**src/rtl/skt_pkg.sv**
```systemverilog
// Shared types and constants for the sorted key table.
package skt_pkg;

  localparam int unsigned DEPTH_DEF         = 16;
  localparam int unsigned PAYLOAD_WIDTH_DEF = 32;
  localparam int unsigned KEY_W             = 16;
  localparam int unsigned PORT_PAYLOAD_W    = 32;
  localparam int unsigned COUNT_OUT_W       = 5;
  localparam int unsigned POS_W             = 4;

  typedef enum logic [1:0] {
    OP_INSERT = 2'd0,
    OP_REMOVE = 2'd1,
    OP_READ   = 2'd2,
    OP_CLEAR  = 2'd3
  } opcode_t;

  typedef enum logic [1:0] {
    ST_OK        = 2'd0,
    ST_FULL      = 2'd1,
    ST_NOT_FOUND = 2'd2,
    ST_EMPTY_POS = 2'd3
  } status_t;

  // Command broadcast to every cell.
  typedef struct packed {
    logic                    insert_en;
    logic                    remove_en;
    logic signed [KEY_W-1:0] key;
  } skt_cmd_t;

  // Per-cell compare flags returned to the controller and the neighbor.
  typedef struct packed {
    logic at;   // cell sits at or after the key's slot
    logic hit;  // cell is the slot and holds an equal key
  } skt_flags_t;

endpackage

```
**src/rtl/skt_cell.sv**
```systemverilog
// One table cell: holds an entry, compares it with the command key, shifts.
module skt_cell import skt_pkg::*; #(
  parameter int unsigned PAYLOAD_WIDTH = PAYLOAD_WIDTH_DEF
) (
  input  logic                     clk,
  input  skt_cmd_t                 cmd,
  input  logic [PAYLOAD_WIDTH-1:0] new_payload,
  input  logic                     occ,          // cell index below entry count
  input  logic                     left_at,
  input  logic signed [KEY_W-1:0]  left_key,
  input  logic [PAYLOAD_WIDTH-1:0] left_payload,
  input  logic signed [KEY_W-1:0]  right_key,
  input  logic [PAYLOAD_WIDTH-1:0] right_payload,
  output skt_flags_t               flags,
  output logic signed [KEY_W-1:0]  key_q,
  output logic [PAYLOAD_WIDTH-1:0] payload_q
);

  logic signed [KEY_W-1:0]  key_r, key_nxt;
  logic [PAYLOAD_WIDTH-1:0] payload_r, payload_nxt;
  logic                     first;

  always_comb begin
    flags.at  = !occ || (key_r >= cmd.key);
    first     = flags.at && !left_at;
    flags.hit = occ && first && (key_r == cmd.key);
  end

  always_comb begin
    key_nxt     = key_r;
    payload_nxt = payload_r;
    if (cmd.insert_en && first) begin
      key_nxt     = cmd.key;
      payload_nxt = new_payload;
    end else if (cmd.insert_en && flags.at) begin
      key_nxt     = left_key;
      payload_nxt = left_payload;
    end else if (cmd.remove_en && flags.at) begin
      key_nxt     = right_key;
      payload_nxt = right_payload;
    end
  end

  always_ff @(posedge clk) begin
    key_r     <= key_nxt;
    payload_r <= payload_nxt;
  end

  assign key_q     = key_r;
  assign payload_q = payload_r;

endmodule

```
**config.mk**
```make
export PLATFORM = sky130hd
export DESIGN_NAME = skt_cell
export DESIGN_NICKNAME = d
export VERILOG_FILES = /design/src/rtl/skt_pkg.sv /design/src/rtl/skt_cell.sv
export SDC_FILE = /design/constraint.sdc
export NUM_CORES = 1
export LEC_CHECK = 0
export BUFFER_PORTS_ARGS = -buffer_cell sky130_fd_sc_hd__buf_4
export CORE_MARGIN = 10
export CORE_UTILIZATION = 46
export DETAILED_ROUTE_END_ITERATION = 10
export GPL_TIMING_DRIVEN = 0
export PLACE_DENSITY_LB_ADDON = 0.05
export REMOVE_ABC_BUFFERS = 1
export SKIP_LAST_GASP = 1
export SYNTH_ARGS = -nofsm -noshare
export SYNTH_HDL_FRONTEND = slang
export SYNTH_SLANG_ARGS = --single-unit
```
**constraint.sdc**
```tcl
create_clock -name clk -period 8.3 [get_ports clk]
set_input_delay 1.66 -clock clk [delete_from_list [all_inputs] [get_ports clk]]
set_output_delay 1.66 -clock clk [all_outputs]
set_load 0.1 [all_outputs]
```
==> run_results.csv, run 1 <==
group,metric,value,unit
logic_synthesis,postSynthAreaPerCell,13.3,um2
clocking,cts_setup_buffers,0,
clocking,cts-buffers-inserted,5,
clocking,cts_resized,0,
timing,setup_viol_count_final,0,
grt,antenna_found_initial,0,
logic_synthesis,synth_top_cells_by_area,"edfxtp_1 (46%), mux2_2 (22%), mux2_4 (9.6%), ha_1 (6.4%), o21ai_0 (2.6%)",
clocking,cts_hold_repair.buffers,0,
routing,drtPass1Iterations,4,
final_layout,layout_commonest_cell,"buf_4",
place,place_area,4680,um2
clocking,htreeDepth,2,
place,post-dp-hpwl,8110,um
power_and_ir_drop,pwr-share-clk,0.127,
routing,drt_iter0_drc,79,
clocking,cts_root_buffer,"clkbuf_8",
setup_path,crit_arrival,3810,ps
logic_synthesis,yosys_warnings,0,
routing,ant_nets,0,
timing,hold-worst-slack,1290,ps
die,dieWidth,102,um
die,die_y,102,um
logic_synthesis,yosys.area.top_type,"edfxtp_1",
final_layout,fin_area,4770,um2
timing,rsz0062_at_grt,"false",
routing,wl_per_cell,19.4,um
power_and_ir_drop,internal-power,564,uW
final_layout,area_growth,53.1,%
timing,max_freq,183,MHz
power_and_ir_drop,p_per_area,225,nW/um2
setup_path,criticalPathCategory,"in2out",
timing,fin_crit_sh,0.659,
setup_path,ff2ff_setup_slack,4810,ps
logic_synthesis,syn_inst,235,
power_and_ir_drop,leakage,2.22,nW
setup_path,rr_worst_depth,9,
routing,drt-total-wl,9870,um
final_layout,antenna_cells,0,
grt,grt_pass1_vias,2846,
setup_path,rr_endpoint,"payload_q[8]",
setup_path,cp-end-kind,"output port",
place,post-place-ws,2850,ps
logic_synthesis,synth_top_area_share,0.463,
final_layout,nets,596,
routing,drc,0,
worst_hold_path,hold_class,"reg2reg",
clocking,cts_tree,"done",
grt,grt_overflow_total,0,
timing,finalHoldViolCount,0,
timing,fin_skew,5.35,ps
logic_synthesis,netlist-cell-type-count,26,
power_and_ir_drop,p_sw,510,uW
power_and_ir_drop,power_frac_seq,0.318,
die,initial_utilization,0.482,
setup_path,cp-start-kind,"input pin",
timing,fin_ws,2830,ps
setup_path,worstReg2RegStart,"key_q[15]",
die,floorplan.rows,29,
timing,drv_slew,0,
power_and_ir_drop,combPwrFrac,0.555,
logic_synthesis,ys_ff_latch,48,
clocking,cts_sinks,48,
worst_hold_path,hold_depth,4,
final_layout,stdcell_count,509,
routing,vias,2572,
final_layout,drive_gt1_frac,0.674,
grt,grtUsageTotal,0.179,
power_and_ir_drop,swShare,0.475,
clocking,clkTransAtPathRegs,90,ps
place,gp_congestion,0.758,
place,dp.cells,501,
die,coreArea,6460,um2
timing,max_slew_margin,0.379,
final_layout,layout_common_cells,"buf_4 (198), mux2_2 (61), edfxtp_1 (48)",
logic_synthesis,syn_area,3110,um2
grt,grt_max_degree,65,
timing,final.min_clock_period,5470,ps
setup_path,required,6640,ps
clocking,clk_path_buf_depth,2,
routing,avgViaCountPerCell,5.05,
place,numPortBuffers,198,
setup_path,crit_fanout,3,
power_and_ir_drop,vdd_drop_max,0.000129,V
worst_hold_path,min_from,"key_q[15]",
clocking,clk_latency,300,ps
worst_hold_path,hold_end,"key_q[8]",
outcome,outcome,"completed",
die,fp.dieArea,10500,um2
die,ios,199,
timing,fin_setup_tns,0,ps
grt,grt_pass1_wl,14500,um
timing,worstMarginPinSlew,930,ps
job,cap_violations,0,
logic_synthesis,ys_seq_area_frac,0.463,
cells in the mapped netlist (all sizes together):
cell / instances
buf: 5
ha: 16
clkbuf: 7
or4: 2
and2: 1
nor2: 2
o31ai: 1
nor4b: 1
a21oi: 8
o21ai: 16
nand2: 19
o21a: 1
inv: 17
nand3: 2
a31oi: 1
edfxtp: 48
nand4: 3
a221o: 1
o211ai: 1
mux2: 81
a21o: 1
nor2b: 1
worst max-delay path: stages:
cell and delay (ps):
buf_4 80, inv_1 40, ha_1 330, a21oi_1 150, nand2_1 60, a221o_1 370
or4_4 550, and2_1 220, nand2_1 70, buf_4 290
how the worst max path moves through the flow:
stage,from,endpoint,cells after the start
2_1_floorplan,cmd[15],flags[0],5
3_5_place_dp,cmd[15],flags[1],10
6_report,cmd[14],flags[1],10
3_3_place_gp,cmd[14],payload_q[5],9
5_1_grt,cmd[15],flags[1],10
4_1_cts,cmd[14],flags[1],10
layout make-up:
class	count	area (um2)
Clock buffer	6	72.6
Clock inverter	2	11.3
Fill cell	466	1690
Inverter	17	63.8
Multi-Input combinational cell	158	1530
Sequential cell	48	1440
Tap cell	77	96.3
Timing Repair Buffer	201	1550
through the flow:
stage / power [mW] / utilization
after floorplan: 0.784 / -
after global placement: 0.933 / 0.713
after detailed placement: 0.947 / 0.725
after CTS: 1.08 / 0.738
after global routing: 1.12 / 0.738
final: 1.07 / 0.738
sequential cells by signal (all words and copies together), names as in the netlist:
register,count
key_q,16
payload_q,32
cell families after synthesis:
group                      after synthesis  share of synthesized area
buffers and inverters                   29                     0.0502
DFF                                     48                      0.463
AOI/OAI and AO/OA                       30                     0.0583
and+or+nand+nor                         31                     0.0474
adders and majority gates               16                     0.0643
muxes                                   81                      0.317
per-layer routing:
layer / wire length (um) / vias to the layer above / GRT usage
met5: 0 / - / 0
met4: 159 / 0 / 0.0542
met3: 1120 / 15 / 0.0891
met2: 5440 / 111 / 0.336
met1: 3160 / 1181 / 0.166
li1: - / 1265 / -
power groups by stage:
stage	registers (mW)	logic, mW	clock network [mW]
after floorplan	0.653	0.131	0
after global placement	0.350	0.582	0
after detailed placement	0.347	0.600	0
after CTS	0.342	0.601	0.142
after global routing	0.346	0.622	0.149
final	0.341	0.596	0.137
Power figures use the tool's default switching activity.
==> run 2, diff against run 1 <==
--- a/config.mk
+++ b/config.mk
@@ -7,7 +7,7 @@
 export LEC_CHECK = 0
 export BUFFER_PORTS_ARGS = -buffer_cell sky130_fd_sc_hd__buf_4
 export CORE_MARGIN = 10
-export CORE_UTILIZATION = 46
+export CORE_UTILIZATION = 39
 export DETAILED_ROUTE_END_ITERATION = 10
 export GPL_TIMING_DRIVEN = 0
 export PLACE_DENSITY_LB_ADDON = 0.05
==> constraint.sdc (replaced) <==
create_clock -name clk -period 4.5 [get_ports clk]
set_input_delay 0.9 -clock clk [delete_from_list [all_inputs] [get_ports clk]]
set_output_delay 0.9 -clock clk [all_outputs]
set_load 0.1 [all_outputs]
==> run_results.csv, run 2 (synthesis gave the netlist of run 1 again) <==
group,metric,value,unit
setup_path,worstReg2RegStart,"key_q[7]",
place,place_area,4720,um2
final_layout,final-seq-area,1440,um2
setup_path,crit_arrival,3050,ps
routing,wl_per_cell,18.2,um
timing,fin_crit_sh,0.878,
outcome,outcome,"completed",
routing,vias,2572,
clocking,clkTransAtPathRegs,90,ps
routing,drt_iter0_drc,67,
setup_path,cp-start-kind,"input pin",
timing,rsz0062_at_grt,"false",
routing,drt-total-wl,9710,um
clocking,clk_path_buf_depth,2,
final_layout,layout_common_cells,"buf_4 (198), mux2_2 (61), edfxtp_1 (48)",
final_layout,nets,596,
worst_hold_path,min_from,"right_key[6]",
setup_path,criticalPathCategory,"in2out",
clocking,cts_tree,"done",
clocking,cts_resized,0,
routing,ant_nets,0,
grt,grtUsageTotal,0.153,
final_layout,drive_gt1_frac,0.674,
timing,fin_skew,6.23,ps
final_layout,layout_commonest_cell,"buf_4",
die,dieWidth,109,um
setup_path,timing.critical_path.to,"flags[1]",
timing,fin_setup_tns,0,ps
job,cap_violations,0,
timing,worstMarginPinSlew,867,ps
power_and_ir_drop,p_per_area,422,nW/um2
grt,grt_max_degree,65,
timing,max_slew_margin,0.421,
worst_hold_path,hold_class,"in2reg",
grt,antenna_found_initial,0,
die,coreArea,7770,um2
timing,drv_slew,0,
setup_path,rr_worst_depth,9,
place,post-dp-hpwl,7940,um
power_and_ir_drop,leakage,2.23,nW
setup_path,cp-end-kind,"output port",
die,fp.dieArea,12000,um2
die,ios,199,
setup_path,cp-startpoint,"cmd[7]",
routing,drtPass1Iterations,4,
grt,grt_pass1_vias,2772,
die,initial_utilization,0.401,
timing,finalHoldViolCount,0,
place,numPortBuffers,198,
clocking,cts_sinks,48,
clocking,cts_setup_buffers,0,
setup_path,crit_fanout,2,
place,gp_congestion,0.750,
timing,final.min_clock_period,3950,ps
clocking,cts_root_buffer,"clkbuf_8",
final_layout,antenna_cells,0,
power_and_ir_drop,vdd_drop_max,0.000172,V
setup_path,rr_endpoint,"payload_q[19]",
clocking,cts_hold_repair.buffers,0,
die,die_y,109,um
grt,grt_overflow_total,0,
timing,setup_viol_count_final,0,
final_layout,fin_area,4830,um2
final_layout,fill_cells,668,
routing,avgViaCountPerCell,4.82,
clocking,cts-buffers-inserted,5,
final_layout,multiInputGateArea,1530,um2
die,floorplan.rows,32,
final_layout,area_growth,55.0,%
clocking,clk_latency,290,ps
grt,grt_pass1_wl,14300,um
setup_path,ff2ff_setup_slack,960,ps
final_layout,largest_register_ffs,32,
clocking,htreeDepth,2,
timing,max_freq,253,MHz
routing,drc,0,
setup_path,required,3600,ps
[run 2: cell count changes in the layout (fill, tap and decap cells not counted), sizes merged]
cell / delta
clkinv: +1
clkinvlp: -1
bufinv: +1
clkbuf: -1
[run 2: power breakdown]
part,internal [mW],switching (mW),total [mW]
Sequential,0.601,0.0276,0.629
Clock,0.162,0.144,0.306
Combinational,0.332,0.769,1.10
Total,1.10,0.941,2.04
[run 2: worst min-delay path by stage]
stage,endpoint,cells after the start
floorplan,key_q[0],1
global placement,key_q[0],2
detailed placement,key_q[2],2
CTS,key_q[2],2
global route,key_q[0],2
finish,key_q[6],2
[run 2: stage by stage]
| stage | utilization | std cells | total power, mW | setup slack (ps) | hold WS, ps |
|---|---|---|---|---|---|
| after global placement | 0.597 | 523 | 1.73 | -2320 | 1200 |
| after CTS | 0.622 | 534 | 2.06 | 532 | 886 |
| after detailed placement | 0.608 | 526 | 1.75 | 332 | 1200 |
| after floorplan | - | 223 | 1.45 | -1510 | 1120 |
| after global routing | 0.622 | 534 | 2.13 | 414 | 881 |
| final | 0.622 | 534 | 2.04 | 550 | 900 |
[run 2: area by class of cell]
type                    instances  share of cell area
clock buffers                   5              0.0143
clock inverters                 3             0.00777
inverters                      17              0.0132
multi-input cells             158               0.316
flip-flops and latches         48               0.299
well taps                     102              0.0264
repair buffers                201               0.323
[run 2: routing by layer]
layer  GRT usage  vias to the layer above  share of wire
met5           0                        -              0
met4      0.0279                        0         0.0035
met3      0.0755                        2           0.12
met2       0.276                      111           0.52
met1       0.159                     1189           0.35
li1            -                     1270              -
[run 2: worst max-delay path, stage by stage]
cell and delay, ps:
buf_4 80, inv_1 40, ha_1 300, a21oi_1 160, o21ai_0 110, a221o_1 350
or4_4 540, and2_1 210, nand2_1 70, buf_4 290
